## src/sv/sgdm_pkg.sv

```systemverilog
package sgdm_pkg;

  // Field widths
  localparam int unsigned DataW   = 32;
  localparam int unsigned RateW   = 16;
  localparam int unsigned DecayW  = 24;
  localparam int unsigned CfgIdxW = 2;
  localparam int unsigned CfgW    = 24;

  // Rate divider geometry
  localparam int unsigned NumW    = RateW + DecayW;          // base_rate << 24
  localparam int unsigned DenW    = DecayW + DataW + 1;      // 2^24 + decay*count
  localparam int unsigned DshW    = DenW + RateW - 1;        // denominator at top quotient bit
  localparam int unsigned StepW   = $clog2(RateW);

  localparam logic [RateW-1:0] BaseRateRst = RateW'(6554);
  localparam logic [DataW-1:0] CountTop    = {DataW{1'b1}};

  // Register indexes
  localparam logic [CfgIdxW-1:0] CfgBaseRate = 2'd0;
  localparam logic [CfgIdxW-1:0] CfgDecay    = 2'd1;
  localparam logic [CfgIdxW-1:0] CfgMomentum = 2'd2;

  // Item kinds
  localparam logic KindElem = 1'b0;
  localparam logic KindTick = 1'b1;

  // Queue depth
  localparam int unsigned QueueDepth = 2;

  typedef enum logic [1:0] {
    DS_IDLE,
    DS_MUL,
    DS_DIV,
    DS_PUSH
  } div_state_e;

  typedef struct packed {
    logic                    kind;
    logic signed [DataW-1:0] gradient;
    logic signed [DataW-1:0] old_param;
    logic signed [DataW-1:0] old_momentum;
    logic [RateW-1:0]        rate;
  } item_t;

endpackage

```

## src/sv/sgdm_fifo.sv

```systemverilog
module sgdm_fifo #(
  parameter int unsigned Depth = sgdm_pkg::QueueDepth
) (
  input  logic            clk_i,
  input  logic            rst_ni,
  input  logic            push_i,
  input  sgdm_pkg::item_t push_item_i,
  output logic            full_o,
  input  logic            pop_i,
  output logic            empty_o,
  output sgdm_pkg::item_t pop_item_o
);
  import sgdm_pkg::*;

  localparam int unsigned PtrW = (Depth > 1) ? $clog2(Depth) : 1;
  localparam int unsigned CntW = $clog2(Depth + 1);

  item_t           mem_q [Depth];
  logic [PtrW-1:0] wr_q, wr_d, rd_q, rd_d;
  logic [CntW-1:0] cnt_q, cnt_d;
  logic            do_push, do_pop;

  assign full_o     = (cnt_q == CntW'(Depth));
  assign empty_o    = (cnt_q == '0);
  assign pop_item_o = mem_q[rd_q];
  assign do_push    = push_i && !full_o;
  assign do_pop     = pop_i && !empty_o;

  // Advance pointers with wrap
  always_comb begin
    wr_d  = wr_q;
    rd_d  = rd_q;
    cnt_d = cnt_q;
    if (do_push) begin
      wr_d = (wr_q == PtrW'(Depth - 1)) ? '0 : wr_q + 1'b1;
    end
    if (do_pop) begin
      rd_d = (rd_q == PtrW'(Depth - 1)) ? '0 : rd_q + 1'b1;
    end
    if (do_push && !do_pop) begin
      cnt_d = cnt_q + 1'b1;
    end else if (do_pop && !do_push) begin
      cnt_d = cnt_q - 1'b1;
    end
  end

  always_ff @(posedge clk_i or negedge rst_ni) begin
    if (!rst_ni) begin
      wr_q  <= '0;
      rd_q  <= '0;
      cnt_q <= '0;
    end else begin
      wr_q  <= wr_d;
      rd_q  <= rd_d;
      cnt_q <= cnt_d;
    end
  end

  // Store the item
  always_ff @(posedge clk_i) begin
    if (do_push) begin
      mem_q[wr_q] <= push_item_i;
    end
  end

endmodule

```

## config.mk

```make
export PLATFORM = sky130hd
export DESIGN_NAME = sgdm_fifo
export DESIGN_NICKNAME = d
export VERILOG_FILES = /design/src/sv/sgdm_pkg.sv /design/src/sv/sgdm_fifo.sv
export SDC_FILE = /design/constraint.sdc
export NUM_CORES = 1
export LEC_CHECK = 0
export BUFFER_PORTS_ARGS = -buffer_cell sky130_fd_sc_hd__buf_2
export CAP_MARGIN = 20
export CORE_MARGIN = 2
export CORE_UTILIZATION = 40
export CTS_CLUSTER_SIZE = 40
export DETAILED_ROUTE_END_ITERATION = 10
export SYNTH_ARGS = -nofsm -noshare
export SYNTH_HDL_FRONTEND = slang
export SYNTH_SLANG_ARGS = --single-unit
```

## constraint.sdc

```tcl
create_clock -name clk_i -period 8.2 [get_ports clk_i]
set_input_delay 1.64 -clock clk_i [delete_from_list [all_inputs] [get_ports clk_i]]
set_output_delay 1.64 -clock clk_i [all_outputs]
set_load 0.03 [all_outputs]
```

Word level (Yosys, flattened, before mapping)
Memory sizes are Yosys's and may differ from the RTL's.
Cells that the tools add are included.
{"block": "op_classes", "addsub": 4, "mux": 6, "n_eq_ne": 1, "reduce_logical": 10}
{"op": "1-bit logical AND", "count": 4}
{"op": "1-bit logical NOT", "count": 4}
{"op": "1-bit 2-to-1 mux", "count": 4}
{"op": "2-bit 2-to-1 mux", "count": 2}
{"op": "1-bit adder (second input constant)", "count": 2}
{"op": "2-bit by 1-bit adder with 2-bit output (second input constant)", "count": 1}
{"op": "2-bit equality test (second input constant)", "count": 1}
{"op": "2-bit logical NOT", "count": 1}
{"op": "2-bit nonzero test", "count": 1}
{"op": "2-bit by 1-bit subtractor with 2-bit output (second input constant)", "count": 1}
{"block": "totals", "elab_cells": 25, "input_bits": 117, "ramBits": 226, "output_inout_bits": 115, "regBits": 4, "memories": 1}
{"memory": "mem_q", "words": 2, "width": 113, "read_ports": 1, "rd_ports_with_merged_regs": 0, "write_ports": 1, "line": "sgdm_fifo.sv:18", "source": "item_t mem_q [Depth];"}

Logic depth before layout (Yosys ltp)
{"block": "depth", "word_depth": 7, "depth_mapped": 7, "mapped_depth_nobuf": 7}

Worst setup path before layout
Ideal clock, no wire load.
{"block": "synth_path", "kind": "input to register", "start": "input port push_i", "end": "memory mem_q[0][0] (netlist bit), enable pin", "stages": 2, "required_ns": 7.614, "path_slack_ns": 1.186, "setup_ns": 0.586, "arrival_time_ns": 6.428, "path_buffers": 0, "path_cell_list": "nand2_1 > nor2_1"}
{"block": "synth_via", "elab_chain_len": 3}
{"item": "start, declared", "line": "sgdm_fifo.sv:6", "source": "input logic push_i,"}
{"item": "1-bit logical AND", "line": "sgdm_fifo.sv:26", "source": "assign do_push = push_i && !full_o;"}
{"item": "1-bit 2-to-1 mux", "line": "sgdm_fifo.sv:61", "source": "if (do_push) begin"}
{"item": "1-bit 2-to-1 mux (implied by the code)", "line": "sgdm_fifo.sv:62", "source": "mem_q[wr_q] <= push_item_i;"}
{"item": "end, declared", "line": "sgdm_fifo.sv:18"}
No other way between the ends.

==> results.md <==
* Post-Route WL at 15400 um
* Leading cell type in the layout, fill and taps excluded: buf_2
* Clock sink total at 230
* Area grow syn2layout at 24.9%
* Worst VDD drop at 0.242 mV
* Mapped Cells at 371
* Worst path slowest cell: dfrtp_4
* CP endpoint kind: primary output
* R2r worst-path depth at 3
* Clock slew at reported path FFs at 0.06 ns
* Seq/Total Area, Yosys at 80.1%
* Clk_skew at 0.0242 ns
* Setup violators final at 0
* Total GRT Usage at 12.7%
* Initial core utilization at 40.8%
* Hold crit path type: flop to flop
* Fillers at 1730
* Share of layout cells above drive strength 1 at 59.7%
* Core area at 0.0211 mm^2
* Clock period minus worst slack at 4.70 ns
* Post-CTS Resized at 0
* Final instance area at 0.0107 mm^2
* Post-Synth Simple-Gate Area at 0.320%
* First drt pass iteration count at 4
* Critical path depth at 3
* Data arrival time of the worst path at 3.06 ns
* RSZ-0062 raised after global routing: no
* # rows at 53
* Pleak at 4.17 nW
* Syn nets at 489
* CTS tree: done
* XOR/XNOR share of the synthesized area at 0.509%
* CTS Buf Count at 23
* Synth Area per Inst at 23.2 um^2
* Outcome: completed
* Compound-Gate Fraction of Synth Area at 0.0582%
* Die area at 0.0227 mm^2
* IO Pins at 232
* Startpoint types: flop
* Vias in the first global route at 4452
* Wire per inst at 16.9 um
* Highest Clock Rate at 213 MHz
* Initial antenna violation count at 2
* Post-CTS Setup Repair Bufs at 0
* Routability cong. at 0.704
* Final core utilization at 50.9%
* Maximum clock path buffer count at 3
* Setup CP Type: flop to primary output
* DRT antenna net count at 0
* CP required at 6.56 ns
* CTS HTree Levels at 1
* Worst Setup SP: rd_q$_DFFE_PN0P_
* # DRC at 0
* Hold-fix buffers, CTS at 0
* Largest family of logic cells by synthesized area: multiplexers
* Flop2flop setup slack at 5.68 ns
* Hold Worst Slack at 0.527 ns
* Clk Latency, worst-skew pair at 0.51 ns
* Max Cap Viol at 0
* Netlist cell types at 16
* Die Ht at 151 um
* Mapped cell area at 0.00860 mm^2
* DP Area at 0.0100 mm^2
* Ys Warns at 0
* Rel. slew slack at 31.0%
* Final Max Tran Viols at 0
* Congestion Overflow GR at 0
* First-pass GRT wire length at 22600 um
* Top delay family on crit path: buffers and inverters
* Final period util at 57.3%
* Pin count of the biggest net entering global routing at 62
* Area share of fa/ha/maj cells after synthesis at 0.145%
* Bufs and invs on worst path at 2
* CP peak stage delay at 0.97 ns
* Setup TNS at 0 ns
* Initial drt markers at 109
* Clock root buffer: clkbuf_16
* Vias per cell at 4.65
* Power density cells at 394 mW/mm^2
* Mux cell area share after synthesis at 17.4%
* Crit path max fanout at 58
* Worst Setup EP: pop_item_o[95]
* Worst Max-Slew Pin Slew at 1.04 ns
* Nets at 736
* Placed cell count at 868
* Non-Filler Instances at 912
* Most frequent cells in the layout: 231 x buf_2, 226 x edfxtp_1, 60 x mux2_4, 53 x mux2_2, 23 x clkbuf_16
* Reg2reg end: mem_q[1][40]$_DFFE_PP_
* Number of port buffers at 231
* Crit path cell chain: buf_4, mux2_2, buf_2
* Die Wd at 151 um
* Register bit total from synthesis at 230
* Final Hold Fails at 0
* Vias at 4239
* R2R Path Start: cnt_q[0]$_DFFE_PN0P_
* Final HPWL DP at 10000 um
-- Yosys cell counts --
cell	instances	area share, %
edfxtp_1	226	79
mux2_4	60	10
mux2_2	53	6.9
buf_6	7	0.92
buf_2	5	0.29
dfrtp_1	4	1.2
nor2_1	3	0.13
xnor2_1	3	0.31
inv_1	2	0.087
xor2_1	2	0.20
and3_1	1	0.073
buf_8	1	0.17
ha_1	1	0.15
nand2_1	1	0.044
nand2b_1	1	0.073
o21ai_0	1	0.058
-- kinds of logic (layout without fill, tap and decap cells) --
group                    count (synthesis)  in the layout
adder cells (fa/ha/maj)                  1              1
XOR/XNOR                                 5              5
multiplexers                           113            113
flip-flops                             230            230
buffers and inverters                   15            279
AND/OR/NAND/NOR                          6              6
other                                    0              2
AO/OA/AOI/OAI                            1              1
-- per-layer routing --
layer  wire length [um]  part of all wire [%]  global-route usage, %
met4                271                   1.8                   3.83
met3               1500                   9.7                   4.33
met2               7390                    48                   21.4
met1               6240                    41                   15.6
met5                  0                     0                      0
-- sequential cells by signal (all words and copies together) (netlist names) --
name	count
mem_q	226
cnt_q	2
rd_q	1
wr_q	1
-- power by group --
part           internal, W  total, W  switching [W]
logic             0.000569   0.00151       0.000946
clock network     0.000575  0.000986       0.000411
registers          0.00161   0.00173       0.000119
total              0.00275   0.00423        0.00148
-- cell type report --
class / count / area (um^2) / area share, %
Sequential cell: 230 / 6890 / 64.1
Multi-Input combinational cell: 126 / 1600 / 14.9
Timing Repair Buffer: 235 / 1190 / 11.0
Clock buffer: 26 / 587 / 5.46
Tap cell: 275 / 344 / 3.20
Clock inverter: 16 / 123 / 1.14
Inverter: 2 / 7.51 / 0.0699
Antenna cell: 2 / 5.00 / 0.0466
-- metrics by stage --
stage / power [W] / setup WS (ns)
4_1_cts: 0.00430 / 3.40
5_1_grt: 0.00442 / 3.32
3_3_place_gp: 0.00327 / 4.01
6_report: 0.00423 / 3.50
3_5_place_dp: 0.00330 / 3.97
2_1_floorplan: 0.00295 / 1.19
-- how the worst min path moves through the flow --
stage                    startpoint              endpoint  slack, ns  cells after the start
2_1_floorplan      wr_q$_DFFE_PN0P_      wr_q$_DFFE_PN0P_       0.46                      1
3_3_place_gp   cnt_q[1]$_DFFE_PN0P_  cnt_q[1]$_DFFE_PN0P_       0.50                      1
3_5_place_dp   cnt_q[1]$_DFFE_PN0P_  cnt_q[1]$_DFFE_PN0P_       0.51                      1
4_1_cts        cnt_q[1]$_DFFE_PN0P_  cnt_q[1]$_DFFE_PN0P_       0.52                      1
5_1_grt        cnt_q[1]$_DFFE_PN0P_  cnt_q[1]$_DFFE_PN0P_       0.54                      1
6_report       cnt_q[1]$_DFFE_PN0P_  cnt_q[1]$_DFFE_PN0P_       0.53                      1
-- worst register-to-register path: stages, from the launching register on --
cell	delay, ns
dfrtp_1	0.42
nand2b_1	0.18
and3_4	0.77
buf_4	0.73
Note: power is estimated with default switching activity, not from simulation.
