## src/sv/sgdm_pkg.sv

```systemverilog
package sgdm_pkg;

  // Field widths
  localparam int unsigned DataW   = 32;
  localparam int unsigned RateW   = 16;
  localparam int unsigned DecayW  = 24;
  localparam int unsigned CfgIdxW = 2;
  localparam int unsigned CfgW    = 24;

  // Rate divider geometry
  localparam int unsigned NumW    = RateW + DecayW;          // base_rate << 24
  localparam int unsigned DenW    = DecayW + DataW + 1;      // 2^24 + decay*count
  localparam int unsigned DshW    = DenW + RateW - 1;        // denominator at top quotient bit
  localparam int unsigned StepW   = $clog2(RateW);

  localparam logic [RateW-1:0] BaseRateRst = RateW'(6554);
  localparam logic [DataW-1:0] CountTop    = {DataW{1'b1}};

  // Register indexes
  localparam logic [CfgIdxW-1:0] CfgBaseRate = 2'd0;
  localparam logic [CfgIdxW-1:0] CfgDecay    = 2'd1;
  localparam logic [CfgIdxW-1:0] CfgMomentum = 2'd2;

  // Item kinds
  localparam logic KindElem = 1'b0;
  localparam logic KindTick = 1'b1;

  // Queue depth
  localparam int unsigned QueueDepth = 2;

  typedef enum logic [1:0] {
    DS_IDLE,
    DS_MUL,
    DS_DIV,
    DS_PUSH
  } div_state_e;

  typedef struct packed {
    logic                    kind;
    logic signed [DataW-1:0] gradient;
    logic signed [DataW-1:0] old_param;
    logic signed [DataW-1:0] old_momentum;
    logic [RateW-1:0]        rate;
  } item_t;

endpackage

```

## src/sv/sgdm_back.sv

```systemverilog
module sgdm_back (
  input  logic                              clk_i,
  input  logic                              rst_ni,
  input  logic                              empty_i,
  input  sgdm_pkg::item_t                   item_i,
  output logic                              pop_o,
  input  logic [sgdm_pkg::RateW-1:0]        momentum_factor_i,
  output logic                              out_valid_o,
  input  logic                              out_ready_i,
  output logic signed [sgdm_pkg::DataW-1:0] new_param_o,
  output logic signed [sgdm_pkg::DataW-1:0] new_momentum_o,
  output logic [sgdm_pkg::RateW-1:0]        rate_now_o
);
  import sgdm_pkg::*;

  localparam int unsigned ProdW = DataW + RateW + 1;
  localparam int unsigned TermW = ProdW - RateW;

  logic                    v1_q, v2_q, en1, en2;
  logic                    kind1_q;
  logic signed [DataW-1:0] param1_q;
  logic signed [ProdW-1:0] mprod1_q, rprod1_q;
  logic [RateW-1:0]        rate1_q;
  logic signed [TermW:0]   upd_w;
  logic signed [DataW-1:0] upd_s;
  logic signed [DataW:0]   sum_w;
  logic signed [DataW-1:0] sum_s;

  assign en2   = !v2_q || out_ready_i;
  assign en1   = !v1_q || en2;
  assign pop_o = en1 && !empty_i;

  // Difference of floored terms, then saturated sum
  always_comb begin
    upd_w = (TermW+1)'(mprod1_q >>> RateW) - (TermW+1)'(rprod1_q >>> RateW);
    if (upd_w > (TermW+1)'($signed({1'b0, {(DataW-1){1'b1}}}))) begin
      upd_s = {1'b0, {(DataW-1){1'b1}}};
    end else if (upd_w < (TermW+1)'($signed({1'b1, {(DataW-1){1'b0}}}))) begin
      upd_s = {1'b1, {(DataW-1){1'b0}}};
    end else begin
      upd_s = upd_w[DataW-1:0];
    end
    sum_w = (DataW+1)'(param1_q) + (DataW+1)'(upd_s);
    if (sum_w[DataW] != sum_w[DataW-1]) begin
      sum_s = {sum_w[DataW], {(DataW-1){!sum_w[DataW]}}};
    end else begin
      sum_s = sum_w[DataW-1:0];
    end
  end

  always_ff @(posedge clk_i or negedge rst_ni) begin
    if (!rst_ni) begin
      v1_q <= 1'b0;
      v2_q <= 1'b0;
    end else begin
      if (en1) v1_q <= !empty_i;
      if (en2) v2_q <= v1_q;
    end
  end

  // Multiply stage, then result register
  always_ff @(posedge clk_i) begin
    if (en1) begin
      kind1_q  <= item_i.kind;
      param1_q <= item_i.old_param;
      rate1_q  <= item_i.rate;
      mprod1_q <= $signed({1'b0, momentum_factor_i}) * item_i.old_momentum;
      rprod1_q <= $signed({1'b0, item_i.rate}) * item_i.gradient;
    end
    if (en2) begin
      rate_now_o <= rate1_q;
      if (kind1_q == KindTick) begin
        new_param_o    <= '0;
        new_momentum_o <= '0;
      end else begin
        new_param_o    <= sum_s;
        new_momentum_o <= upd_s;
      end
    end
  end

  assign out_valid_o = v2_q;

endmodule

```

## config.mk

```make
export PLATFORM = sky130hd
export DESIGN_NAME = sgdm_back
export DESIGN_NICKNAME = d
export VERILOG_FILES = /design/src/sv/sgdm_pkg.sv /design/src/sv/sgdm_back.sv
export SDC_FILE = /design/constraint.sdc
export NUM_CORES = 2
export LEC_CHECK = 0
export ABC_AREA = 1
export BUFFER_PORTS_ARGS = -buffer_cell sky130_fd_sc_hd__buf_2
export CAP_MARGIN = 20
export CELL_PAD_IN_SITES_DETAIL_PLACEMENT = 1
export CELL_PAD_IN_SITES_GLOBAL_PLACEMENT = 2
export CORE_MARGIN = 2
export CORE_UTILIZATION = 36
export DETAILED_ROUTE_END_ITERATION = 10
export PLACE_DENSITY_LB_ADDON = 0.1
export RECOVER_POWER = 100
export SYNTH_ARGS = -nofsm -noshare
export SYNTH_HDL_FRONTEND = slang
export SYNTH_SLANG_ARGS = --single-unit
```

## constraint.sdc

```tcl
create_clock -name clk_i -period 4.1 [get_ports clk_i]
set_clock_uncertainty 0.05 [all_clocks]
set_input_delay 0.41 -clock clk_i [delete_from_list [all_inputs] [get_ports clk_i]]
set_output_delay 0.41 -clock clk_i [all_outputs]
set_load 0.005 [all_outputs]
```

# ---- Yosys cells after proc, flatten, opt, wreduce, memory -nomap -nowiden
# Index checks and enable logic that the tools add are counted.
dict set report word_totals {
  register_bits 229
  latchBits 0
  ramBits 0
  rom_bits 0
  input_bits 133
  elab_cells 27
  n_memories 0
}
dict set report op_classes {
  add_sub_neg 2
  multipliers 2
  div_mod_pow 0
  n_lt_le_gt_ge 2
  n_eq_ne 1
  n_shift 0
  n_mux 3
  bitwise 0
  n_reduce_logical 7
}
# op n
set op_table {}
lappend op_table {{multiplier 17 x 32 -> 49 bit} 2}
lappend op_table {{2-to-1 mux 32 bit} 3}
lappend op_table {{> comparator 34 x 32 -> 1 bit (second input constant)} 1}
lappend op_table {{less-than comparator 34 x 32 -> 1 bit (second input constant)} 1}
lappend op_table {{subtractor 33 x 33 -> 34 bit} 1}
lappend op_table {{adder 32 x 32 -> 33 bit} 1}
lappend op_table {{logical NOT 1 bit} 4}
lappend op_table {{logical OR 1 bit} 2}
lappend op_table {{logical AND 1 bit} 1}
lappend op_table {{!= test 1 bit} 1}

# ---- Logic depth before layout (Yosys ltp)
dict set report logic_depth {
  word_depth 7
  ltp_mapped 36
  mapped_depth_nobuf 33
}

# ---- Least setup slack after synthesis
# No wires, ideal clock.
dict set report synth_path {
  path_type {input port to flip-flop}
  startpoint {input item_i[47] in the netlist's numbering}
  endpoint {register mprod1_q[48], data pin}
  setup_ns 0.252
  t_arrival_ns 5.644
  required_time_ns 3.798
  setup_slack_ns -1.846
  cell_stages 21
  path_buffers 2
  path_cell_list {clkbuf_1 -> clkbuf_1 -> nand2_1 -> inv_1 -> fa_1 -> fa_1 -> inv_1 -> fa_1 -> fa_1 -> fa_1 -> fa_1 -> inv_1 -> ha_1 -> a21o_1 -> nor2_1 -> a21boi_0 -> nor2_1 -> a211oi_1 -> nand2_1 -> nand2_1 -> nand2_1}
}
dict set report synth_between {
  elab_chain_cells 1
}
# item line_no
set synth_rtl {}
lappend synth_rtl {{from (decl)} sgdm_back.sv:5} ;# input sgdm_pkg::item_t item_i,
lappend synth_rtl {{multiplier 17 x 32 -> 49 bit} sgdm_back.sv:67} ;# mprod1_q <= $signed({1'b0, momentum_factor_i}) * item_i.old_momentum;
lappend synth_rtl {{to (signal assigned)} sgdm_back.sv:67}
lappend synth_rtl {{to (decl)} sgdm_back.sv:22} ;# logic signed [ProdW-1:0] mprod1_q, rprod1_q;
# Every way passes these cells.
# A chain may end at the register's enable or synchronous reset.

# ---- Worst setup path after layout
dict set report layout_path {
  startpoint {input momentum_factor_i[4] in the netlist's numbering}
  endpoint {register mprod1_q[39], data pin}
}
dict set report layout_between {
  elab_chain_cells 1
}
# item line_no
set layout_rtl {}
lappend layout_rtl {{from (decl)} sgdm_back.sv:7} ;# input logic [sgdm_pkg::RateW-1:0] momentum_factor_i,
lappend layout_rtl {{multiplier 17 x 32 -> 49 bit} sgdm_back.sv:67}
# Every way passes these cells.

==> impl_results.md <==
- Area Overhead vs Synth: 43.4%
- Maximum fanout along the worst path: 6
- Total number of vias: 42,300
- Fin crit period: 5400 ps
- Initial antenna violation count: 1
- Routed length per instance: 18.9 microns
- Avg Synthesized Cell Area: 7.95 sq um
- Die area: 137,000 sq um
- First-pass GRT wire length: 266,000 microns
- H-tree levels: 4
- Dpl cells: 8,763
- CORE AREA: 133,000 sq um
- FF+latch count, synth: 197
- Final worst-path cycle share: 132%
- Synth Cell Area: 48,200 sq um
- # IOs: 215
- EDFF count, synth: 195
- Crit path DAT: 5630 ps
- WS Path Type: in2reg
- Clk slew on worst S/H paths: 80 ps
- Leading area contributor after synthesis: fa_1
- CTS tree: built
- Crit. End Element: flop
- Die W: 370 microns
- Endpoints failing hold: 0
- Status: finished, violations left
- Final wirelength: 172,000 microns
- Layout cells sized above 1: 34.8%
- Avg Vias per Cell: 4.65
- Net Count, Synth: 7,473
- Fraction of synthesis flops using an asynchronous set or reset pin: 1.02%
- Share of the synthesized area in the top cell type: 40.5%
- Final setup fails: 98
- Grt ovf: 0
- DP HPWL: 140,000 microns
- Pin count of the biggest net entering global routing: 75
- Nets: 8,719
- Post-synthesis sequential area ratio: 12.2%
- Failing checks: capacitance limit, slew limit, setup timing
- Vias in the first global route: 48,400
- Final Max Tran Viols: 165
- Worst hold path type: in2async
- Clk sink count: 197
- Routability cong.: 0.883
- FP Rows: 134
- Synth top area cells: fa_1 41%, inv_1 13%, nand2_1 13%, edfxtp_1 12%, ha_1 7.7%
- CTS Buffer Depth: 2
- DR iter-0 viols: 1,551
- CTS root buffer: clkbuf_16
- CP dominant cell by count: fa_1
- CP max-delay cell: fa_1
- Setup ws final: -1300 ps
- # diodes: 0
- Storage element area: 5910 sq um
- Die span in y: 370 microns
- Fmax: 0.185 GHz
- Synth Instances: 6,069
- Ys flop type: edfxtp_1
- Residual DRC count: 0
- WP data required: 4340 ps
- Routed Antenna Nets: 0
- CP startpoint kind: primary input
- Least-Margin Pin Slew: 3170 ps
- Clock latency on the worst-skew pair: 550 ps
- CTS Buf Count: 17
- Max-slew headroom: -112%
- PortBufs: 214
- Slowest stage delay, CP: 570 ps
- Multi-input logic area: 41,000 sq um
- Post-synth cell types: 49
- Fillers: 15,500
- DRT Pass-1 Iters: 5
- Final design utilization: 51.9%
- Initial core utilization: 36.2%
- Tot GR Track Use: 25.1%
- RSZ-0062 raised after global routing: true
- Max cap viols: 3
- Critical-path cell list: buf_12 > buf_12 > buf_12 > nand2_4 > inv_2 > fa_2 > buf_6 > fa_1 > inv_2 > fa_1 > fa_1 > fa_1 > fa_1 > inv_2 > ha_4 > buf_4 > a21oi_4 > inv_2 > a31oi_4 > nand2_2 > a21oi_2 > nand3_2 > xor2_1
- Setup TNS Final: -108,500 ps
- Synth warn: 0
- Post-Layout Cell Count: 9,096
layout by cell type, fill, tap and decap left out, drive strengths merged, types with 30 or more instances in the layout:
cell	count
inv	1736
nand2	1682
buf	1327
fa	976
ha	295
nor2	247
a21oi	222
edfxtp	195
nand3	124
clkbuf	119
xor2	85
o21ai	85
dlygate4sd3	35
xnor2	31
o21bai	30
routing by layer:
layer  global-route usage (%)  share of wire, %
met4                     6.68               2.9
met5                        0                 0
met2                     45.2                52
met3                     2.28               2.2
met1                     32.2                43
through the flow:
step / setup WS [ps] / hold slack (ps) / cell area (sq um)
finish: -1300 / 169 / 69200
global route: -1470 / 179 / 69200
CTS: -1220 / 87.2 / 66400
detailed placement: -2210 / 152 / 59900
global placement: -2180 / 146 / 59900
floorplan: -1260 / 64.4 / 51000
worst paths after layout:
check                                     start        endpoint  slack (ps)  depth (start not counted)
hold reg to reg                     rate1_q[10]  rate_now_o[10]         380                          0
setup / recovery           momentum_factor_i[4]    mprod1_q[39]       -1300                         23
setup reg to reg                   mprod1_q[16]  new_param_o[3]       -1080                         33
max in group asynchronous                rst_ni     out_valid_o        3700                          2
min in group clk_i                    item_i[1]      rate1_q[1]         230                          2
hold / removal                           rst_ni            v1_q         170                          2
sequential cells by signal (all words and copies together), names as in the netlist:
register and count:
rprod1_q 33, out_valid_o 1, new_momentum_o 32, rate_now_o 16, kind1_q 1, new_param_o 32, v1_q 1, mprod1_q 33
param1_q 32, rate1_q 16
Yosys cell counts, types with 30 or more instances:
| master | instances |
|---|---|
| inv_1 | 1722 |
| edfxtp_1 | 195 |
| ha_1 | 295 |
| nand3_1 | 112 |
| xnor2_1 | 31 |
| o21ai_0 | 82 |
| a21oi_1 | 221 |
| nor2_1 | 245 |
| xor2_1 | 85 |
| clkbuf_1 | 222 |
| fa_1 | 976 |
| nand2_1 | 1666 |
| o21bai_1 | 30 |
logic make-up after synthesis:
| family | after synthesis | synth area share, % |
|---|---|---|
| XOR/XNOR | 116 | 2.11 |
| AND/OR/NAND/NOR | 2117 | 17.3 |
| buffers and inverters | 1966 | 15.5 |
| flip-flops | 197 | 12.2 |
| adder cells (fa/ha/maj) | 1271 | 48.2 |
| AO/OA/AOI/OAI | 402 | 4.66 |
timing repair:
item,4_1_cts,5_1_grt
buffers inserted,161,117
endpoints found under the setup margin,98,98
gates cloned,19,4
pin swaps,434,442
hold buffers,35,0
hold endpoints to repair,36,0
gates resized for setup,990,626
area by class of cell:
| class | count | share of cell area [%] |
|---|---|---|
| Clock inverter | 15 | 0.347 |
| Sequential cell | 197 | 8.54 |
| Clock buffer | 17 | 0.615 |
| Multi-Input combinational cell | 3908 | 59.3 |
| Tap cell | 1768 | 3.20 |
| Timing Repair Buffer | 1466 | 18.6 |
| Inverter | 1725 | 9.40 |
critical path: cells and delay by family:
family | cells | cell delay, ps
compound gates | 3 | 520
xor+xnor | 1 | 150
fa+ha+maj | 7 | 3400
buf+inv | 9 | 860
simple gates | 3 | 260
Power is not shown: default switching activity piles up to over one toggle a cycle in this logic, so the estimate is an artifact.
