==> config.mk <==
export PLATFORM = sky130hd
export DESIGN_NAME = sgdm_front
export DESIGN_NICKNAME = d
export VERILOG_FILES = /design/src/sv/sgdm_pkg.sv /design/src/sv/sgdm_front.sv
export SDC_FILE = /design/constraint.sdc
export NUM_CORES = 2
export LEC_CHECK = 0
export BUFFER_PORTS_ARGS = -buffer_cell sky130_fd_sc_hd__buf_2
export CAP_MARGIN = 0
export CORE_AREA = 3 3 269 245
export DETAILED_ROUTE_END_ITERATION = 6
export DIE_AREA = 0 0 272 248
export GPL_TIMING_DRIVEN = 0
export PLACE_DENSITY = 0.79
export SYNTH_ARGS = -nofsm -noshare
export SYNTH_HDL_FRONTEND = slang
export SYNTH_SLANG_ARGS = --single-unit
==> constraint.sdc <==
create_clock -name clk_i -period 10.25 [get_ports clk_i]
set_input_delay 1.025 -clock clk_i [delete_from_list [all_inputs] [get_ports clk_i]]
set_output_delay 1.025 -clock clk_i [all_outputs]
set_load 0.02 [all_outputs]
==> src/sv/sgdm_pkg.sv <==
package sgdm_pkg;

  // Field widths
  localparam int unsigned DataW   = 32;
  localparam int unsigned RateW   = 16;
  localparam int unsigned DecayW  = 24;
  localparam int unsigned CfgIdxW = 2;
  localparam int unsigned CfgW    = 24;

  // Rate divider geometry
  localparam int unsigned NumW    = RateW + DecayW;          // base_rate << 24
  localparam int unsigned DenW    = DecayW + DataW + 1;      // 2^24 + decay*count
  localparam int unsigned DshW    = DenW + RateW - 1;        // denominator at top quotient bit
  localparam int unsigned StepW   = $clog2(RateW);

  localparam logic [RateW-1:0] BaseRateRst = RateW'(6554);
  localparam logic [DataW-1:0] CountTop    = {DataW{1'b1}};

  // Register indexes
  localparam logic [CfgIdxW-1:0] CfgBaseRate = 2'd0;
  localparam logic [CfgIdxW-1:0] CfgDecay    = 2'd1;
  localparam logic [CfgIdxW-1:0] CfgMomentum = 2'd2;

  // Item kinds
  localparam logic KindElem = 1'b0;
  localparam logic KindTick = 1'b1;

  // Queue depth
  localparam int unsigned QueueDepth = 2;

  typedef enum logic [1:0] {
    DS_IDLE,
    DS_MUL,
    DS_DIV,
    DS_PUSH
  } div_state_e;

  typedef struct packed {
    logic                    kind;
    logic signed [DataW-1:0] gradient;
    logic signed [DataW-1:0] old_param;
    logic signed [DataW-1:0] old_momentum;
    logic [RateW-1:0]        rate;
  } item_t;

endpackage

==> src/sv/sgdm_front.sv <==
module sgdm_front (
  input  logic                                   clk_i,
  input  logic                                   rst_ni,
  input  logic                                   cfg_we_i,
  input  logic [sgdm_pkg::CfgIdxW-1:0]           cfg_idx_i,
  input  logic [sgdm_pkg::CfgW-1:0]              cfg_wdata_i,
  input  logic                                   in_valid_i,
  output logic                                   in_ready_o,
  input  logic                                   kind_i,
  input  logic signed [sgdm_pkg::DataW-1:0]      gradient_i,
  input  logic signed [sgdm_pkg::DataW-1:0]      old_param_i,
  input  logic signed [sgdm_pkg::DataW-1:0]      old_momentum_i,
  output logic                                   push_o,
  output sgdm_pkg::item_t                        push_item_o,
  input  logic                                   full_i,
  output logic [sgdm_pkg::RateW-1:0]             momentum_factor_o
);
  import sgdm_pkg::*;

  div_state_e          state_q, state_d;
  logic [RateW-1:0]    base_q, mom_q, rate_q, quo_q;
  logic [DecayW-1:0]   decay_q;
  logic [DataW-1:0]    count_q;
  logic                tick_q;
  logic [NumW-1:0]     rem_q;
  logic [DshW-1:0]     dsh_q;
  logic [StepW-1:0]    step_q;
  logic                accept, fits;
  logic [DenW-1:0]     denom;

  assign in_ready_o        = (state_q == DS_IDLE) && !full_i;
  assign accept            = in_valid_i && in_ready_o;
  assign momentum_factor_o = mom_q;
  assign denom = DenW'(decay_q) * DenW'(count_q) + (DenW'(1) << DecayW);
  assign fits  = ({{(DshW-NumW){1'b0}}, rem_q} >= dsh_q);

  // Next state
  always_comb begin
    state_d = state_q;
    case (state_q)
      DS_IDLE: begin
        if (cfg_we_i && (cfg_idx_i == CfgBaseRate || cfg_idx_i == CfgDecay ||
                         cfg_idx_i == CfgMomentum)) begin
          state_d = DS_MUL;
        end else if (accept && kind_i == KindTick) begin
          state_d = DS_MUL;
        end
      end
      DS_MUL:  state_d = DS_DIV;
      DS_DIV: begin
        if (step_q == '0) begin
          state_d = tick_q ? DS_PUSH : DS_IDLE;
        end
      end
      DS_PUSH: begin
        if (!full_i) begin
          state_d = DS_IDLE;
        end
      end
      default: state_d = DS_IDLE;
    endcase
  end

  // Queue write: elements straight away, ticks once the rate is known
  always_comb begin
    push_o                   = 1'b0;
    push_item_o.kind         = KindElem;
    push_item_o.gradient     = gradient_i;
    push_item_o.old_param    = old_param_i;
    push_item_o.old_momentum = old_momentum_i;
    push_item_o.rate         = rate_q;
    case (state_q)
      DS_IDLE: push_o = accept && (kind_i == KindElem);
      DS_PUSH: begin
        push_o                   = 1'b1;
        push_item_o.kind         = KindTick;
        push_item_o.gradient     = '0;
        push_item_o.old_param    = '0;
        push_item_o.old_momentum = '0;
      end
      default: push_o = 1'b0;
    endcase
  end

  always_ff @(posedge clk_i or negedge rst_ni) begin
    if (!rst_ni) begin
      state_q <= DS_IDLE;
      base_q  <= BaseRateRst;
      decay_q <= '0;
      mom_q   <= '0;
      count_q <= '0;
      rate_q  <= BaseRateRst;
      tick_q  <= 1'b0;
    end else begin
      state_q <= state_d;
      if (state_q == DS_IDLE) begin
        // Take register writes, then count ticks
        if (cfg_we_i) begin
          tick_q <= 1'b0;
          case (cfg_idx_i)
            CfgBaseRate: base_q  <= cfg_wdata_i[RateW-1:0];
            CfgDecay:    decay_q <= cfg_wdata_i[DecayW-1:0];
            CfgMomentum: mom_q   <= cfg_wdata_i[RateW-1:0];
            default:     mom_q   <= mom_q;
          endcase
        end else if (accept && kind_i == KindTick) begin
          tick_q <= 1'b1;
          if (count_q != CountTop) begin
            count_q <= count_q + 1'b1;
          end
        end
      end
      if (state_q == DS_DIV && step_q == '0) begin
        rate_q <= {quo_q[RateW-2:0], fits};
      end
    end
  end

  // Restoring divider, one quotient bit a cycle
  always_ff @(posedge clk_i) begin
    case (state_q)
      DS_MUL: begin
        rem_q  <= {base_q, {DecayW{1'b0}}};
        dsh_q  <= {denom, {(RateW-1){1'b0}}};
        step_q <= StepW'(RateW - 1);
        quo_q  <= '0;
      end
      DS_DIV: begin
        if (fits) begin
          rem_q <= rem_q - dsh_q[NumW-1:0];
        end
        quo_q  <= {quo_q[RateW-2:0], fits};
        dsh_q  <= dsh_q >> 1;
        step_q <= step_q - 1'b1;
      end
      default: step_q <= step_q;
    endcase
  end

endmodule

After elaboration in Yosys (flattened, before gate mapping)
Index checks and enable logic that the tools add are counted.
{ "classes": {"add_sub_neg": 4, "n_mul": 1, "order_cmp": 1, "n_eq_ne": 10, "n_mux": 15, "bitwise": 2, "n_reduce_logical": 21} }
{ "op_table": {"columns": ["op", "count"], "rows": [
  ["72-bit one-hot mux with 2 select lines", 1],
  ["97-bit 2-to-1 mux", 1],
  ["40-bit one-hot mux with 2 select lines", 1],
  ["40-bit by 72-bit >= comparator with 1-bit output", 1],
  ["56-bit by 25-bit adder with 57-bit output, second input constant", 1],
  ["24-bit by 32-bit multiplier with 56-bit output", 1],
  ["40-bit 2-to-1 mux", 1],
  ["40-bit subtractor", 1],
  ["32-bit by 1-bit adder with 32-bit output, second input constant", 1],
  ["32-bit != test, second input constant", 1],
  ["15-bit one-hot mux with 2 select lines", 1],
  ["3-bit AND reduction", 4],
  ["2-bit 2-to-1 mux", 5],
  ["2-bit one-hot mux with 4 select lines", 1],
  ["4-bit one-hot mux with 2 select lines", 1],
  ["2-bit equality test, second input constant", 3],
  ["1-bit logical AND", 6],
  ["2-bit != test, second input constant", 3],
  ["2-bit by 1-bit equality test with 1-bit output, second input constant", 2],
  ["2-bit zero test", 2],
  ["4-bit zero test", 1],
  ["2-bit AND reduction", 2],
  ["4-bit AND reduction", 1],
  ["2-bit nonzero test", 2],
  ["7 further kinds", 10]
]} }
{ "word_totals": {"regBits": 238, "input_bits": 128} }

Longest topological paths before layout
{ "logic_depth": {"word_depth": 7, "depth_mapped": 28, "depth_no_buf": 25} }

Worst setup path before layout
OpenSTA, ideal clock, no wires.
{ "synth_path": {"path_kind": "register to register", "start": "reg count_q[9]", "end": "reg dsh_q[69], data pin", "setup_ps": 260, "t_arrival_ps": 6854, "required_ps": 9990, "setup_slack_ps": 3136, "path_stages_with_launch": 25, "path_buffers": 3, "synth_period_minus_slack_ps": 7114, "path_cell_list": "dfrtp_1 clkbuf_1 clkbuf_1 nand2_1 fa_1 inv_1 fa_1 fa_1 fa_1 fa_1 fa_1 inv_1 fa_1 inv_1 ha_1 clkbuf_1 a21o_1 a21oi_1 nor2_1 a2111o_1 o31ai_1 or3_1 nand2_1 xnor2_1 mux2_2"} }
{ "synth_via": {"elab_chain_cells": 3} }
{ "synth_rtl": {"columns": ["element", "line", "text"], "rows": [
  ["start: declaration", "sgdm_front.sv:23", "logic [DataW-1:0] count_q;"],
  ["start signal: assignment", "sgdm_front.sv:109", "count_q <= count_q + 1'b1;"],
  ["24-bit by 32-bit multiplier with 56-bit output", "sgdm_front.sv:34", "assign denom = DenW'(decay_q) * DenW'(count_q) + (DenW'(1) << DecayW);"],
  ["56-bit by 25-bit adder with 57-bit output", "sgdm_front.sv:34", null],
  ["72-bit one-hot mux with 2 select lines", "sgdm_front.sv:121", "case (state_q)"],
  ["end signal: assignment", "sgdm_front.sv:124", "dsh_q <= {denom, {(RateW-1){1'b0}}};"],
  ["end signal: assignment", "sgdm_front.sv:133", "dsh_q <= dsh_q >> 1;"],
  ["end: declaration", "sgdm_front.sv:26", "logic [DshW-1:0] dsh_q;"]
]} }
Every way passes these cells.
A chain may end at the register's enable or synchronous reset.

Final worst setup path
{ "layout_path": {"start": "reg count_q[2]", "end": "reg dsh_q[67], data pin"} }
The elaborated chain is that of the path after synthesis.

==> metrics.csv <==
metric;value;unit
synth_nets;5102;
grt_pass1_vias;30700;
area_growth;9.01;%
end_kind;flop;
tritoncts;done;
cts_made_buffers;26;
yosysSeqAreaShare;17.5;%
critical-path-max-stage-delay;0.72;ns
slew_headroom;24.1;%
finalSetupTns;0;ns
initial_core_util;59.6;%
leakage;19.9;nW
avgSynthCellArea;9.35;µm²
rr_worst_depth;22;
crit_end;dsh_q[67];
required;10.54;ns
fin_skew;0.0225;ns
finalHoldViolations;0;
multi_input_area;27400;µm²
period_share;85.6;%
num_rows;88;
globalRoute.busiestLayer;met2;
first_pass_iters;7;
drc;0;
total_power;0.00911;W
fillers;5326;
grt_util_met1;48.5;%
routed-via-count;30100;
clock_sinks;238;
fin_nets;5391;
portBuffers;258;
antenna_found_initial;5;
worstSkewPairLatency;0.56;ns
die_x;272;µm
core_area;63500;µm²
r2r_end;dsh_q[67];
fin_area;41300;µm²
h-tree-depth;1;
drtAntennaViolNets;0;
clkTransAtPathRegs;0.08;ns
wl_per_cell;22.6;µm
dpl_cell_area;40300;µm²
grt_util_met2;53.8;%
fmax;114;MHz
synth_edf_count;131;
netlist_instances;4052;
syn_area;37900;µm²
hpwl;96500;µm
totalWireLength;118000;µm
r2r_slack;1.48;ns
clockBufferDepth;3;
async_flop_share;45.0;%
grt_overflow;0;
met3_usage;9.46;%
viasPerCell;5.77;
critPathMostFrequentCell;fa_1;
critical_path.startpoint_type;flop;
cts-root-buf;clkbuf_16;
synth-seq-cells;238;
ir_drop;0.244;mV
cap_violations;0;
io_pins;259;
path_class;flop to flop;
synth_cell_type_count;74;
dieArea;67500;µm²
status;finished, final reports clean;
slowest_stage;o31ai_1;
drive_gt1_share;10.2;%
cts_hold_buf;0;
timing.rr.start;count_q[2];
grt_max_degree;84;
crit_chain;clkbuf_1, clkbuf_1, nand2_1, fa_1, fa_1, inv_1, fa_1, fa_1, fa_1, fa_1, inv_1, fa_1, inv_1, ha_1, a21oi_1, o21ai_0, a2111o_1, o31ai_1, o31a_1, o21bai_1, xnor2_1, o21ai_0;
crit_path_max_fanout;10;
gp_congestion;1.03;
arrival;9.06;ns
drt_iter0_drc;2752;
grt.total_usage;35.7;%
setup_viol;0;
fin_crit;8.77;ns
drv_slew;0;
tightest_slew;1.14;ns
ys_warn_count;0;
rsz0062_at_grt;false;
seq_area;6630;µm²
min_path_type;input pin to async pin;
p_per_area;221;nW/µm²
timing.critical_path.from;count_q[2];
grt_pass1_wl;181000;µm
synth-main-ff-cell;edfxtp_1;
dieHeight;248;µm
postCtsSetupBuffers;0;
cts.repair.resized;0;
critical path: cells and delay by family (launching register included):
kind	cells	cell delay (ns)
fa+ha+maj	8	4.28
simple gates	1	0.15
xor+xnor	1	0.20
flops	1	0.32
compound gates	7	2.14
buf+inv	5	1.40
sequential cells by signal (all words and copies together) (netlist names):
register and flops:
decay_q 24, quo_q 15, tick_q 1, momentum_factor_o 16, state_q 2, base_q 16, rem_q 40, dsh_q 72
count_q 32, rate_q 16, step_q 4
final cells by class:
class                      instances  area share, %
antenna                            1        0.00606
buffer                           226           2.08
clock buffer                      38           1.96
clock inverter                    10          0.351
inverter                         799           7.26
multi-input combinational       2789           66.4
sequential                       238           16.1
tap                              855           2.59
timing repair buffer             261           3.29
metal layers:
layer | up-vias | routed length [µm]
li1 | 13000 | -
met5 | - | 43
met3 | 399 | 13900
met1 | 15000 | 46000
met4 | 6 | 7050
met2 | 1664 | 51000
logic make-up (layout without fill, tap and decap cells):
kind of cell | after synthesis | count (layout) | share of synthesized area [%]
and+or+nand+nor | 1286 | 1286 | 17.0
DFF | 238 | 238 | 17.5
adders and majority gates | 922 | 922 | 43.5
other | 0 | 1 | 0
muxes | 95 | 95 | 2.82
AOI/OAI and AO/OA | 374 | 374 | 6.34
xor gates and xnor gates | 112 | 112 | 2.59
buffers and inverters | 1025 | 1334 | 10.2
where the power goes:
group	leakage, nW	internal [W]	switching [W]
sequential	2.61	0.00164	0.000350
combinational	16.8	0.00205	0.00402
clock	0.469	0.000628	0.000422
total	19.9	0.00432	0.00480
per-stage QoR:
stage               util [%]  instances  setup slack (ns)  hold slack [ns]
floorplan                  -       4052              3.14            0.454
global placement        63.4       5165              1.73            0.456
detailed placement      63.5       5168              1.70            0.479
CTS                     65.0       5216              1.62            0.318
global route            65.0       5216              1.21            0.330
finish                  65.0       5217              1.48            0.321
worst min path at each step:
| stage | end | slack (ns) | cells after the start |
|---|---|---|---|
| final | decay_q[16] | 0.32 | 1 |
| after global placement | rate_q[15] | 0.46 | 1 |
| after detailed placement | rate_q[15] | 0.48 | 1 |
| after global routing | count_q[15] | 0.33 | 1 |
| after floorplan | rate_q[15] | 0.45 | 1 |
| after CTS | count_q[16] | 0.32 | 1 |
cell usage in the layout (no fill, tap or decap), types with 5 or more instances in the layout:
master       n
nand2b_1     9
nand3_1     33
mux2_2      93
xnor2_1     78
xor2_1      34
o21bai_1    16
a211oi_1    15
a21oi_1     92
nor2_1     101
clkbuf_16   30
a31o_2       7
o31ai_1      9
nand2_1    529
and2_1     406
ha_1       261
and4_1      12
nor2b_1    102
and3_1      13
buf_1        9
edfxtp_1   131
dfstp_2     14
o31a_1       5
a31oi_1     14
o21a_1       8
dfrtp_1     93
nand4_1     26
o211ai_1     7
nor3_1      20
clkbuf_1   218
nor4_1      11
a21o_1      46
o21ai_0    111
inv_1      798
fa_1       660
or3_1        7
buf_2      259
synthesized netlist by cell type (9+ instances only):
| cell type | n | area, µm² |
|---|---|---|
| a211oi_1 | 15 | 113 |
| a21o_1 | 46 | 345 |
| a21oi_1 | 92 | 460 |
| a31oi_1 | 14 | 87.6 |
| and2_1 | 406 | 2540 |
| and3_1 | 13 | 81.3 |
| and4_1 | 12 | 105 |
| buf_1 | 9 | 33.8 |
| clkbuf_1 | 213 | 800 |
| dfrtp_1 | 93 | 2330 |
| dfstp_2 | 14 | 368 |
| edfxtp_1 | 131 | 3930 |
| fa_1 | 660 | 13200 |
| ha_1 | 262 | 3280 |
| inv_1 | 798 | 3000 |
| mux2_2 | 93 | 1050 |
| nand2_1 | 529 | 1990 |
| nand2b_1 | 9 | 56.3 |
| nand3_1 | 33 | 165 |
| nand4_1 | 26 | 163 |
| nor2_1 | 101 | 379 |
| nor2b_1 | 102 | 638 |
| nor3_1 | 21 | 105 |
| nor4_1 | 12 | 75.1 |
| o21ai_0 | 111 | 556 |
| o21bai_1 | 16 | 120 |
| o31ai_1 | 9 | 67.6 |
| xnor2_1 | 78 | 683 |
| xor2_1 | 34 | 298 |
Power figures use the tool's default switching activity.
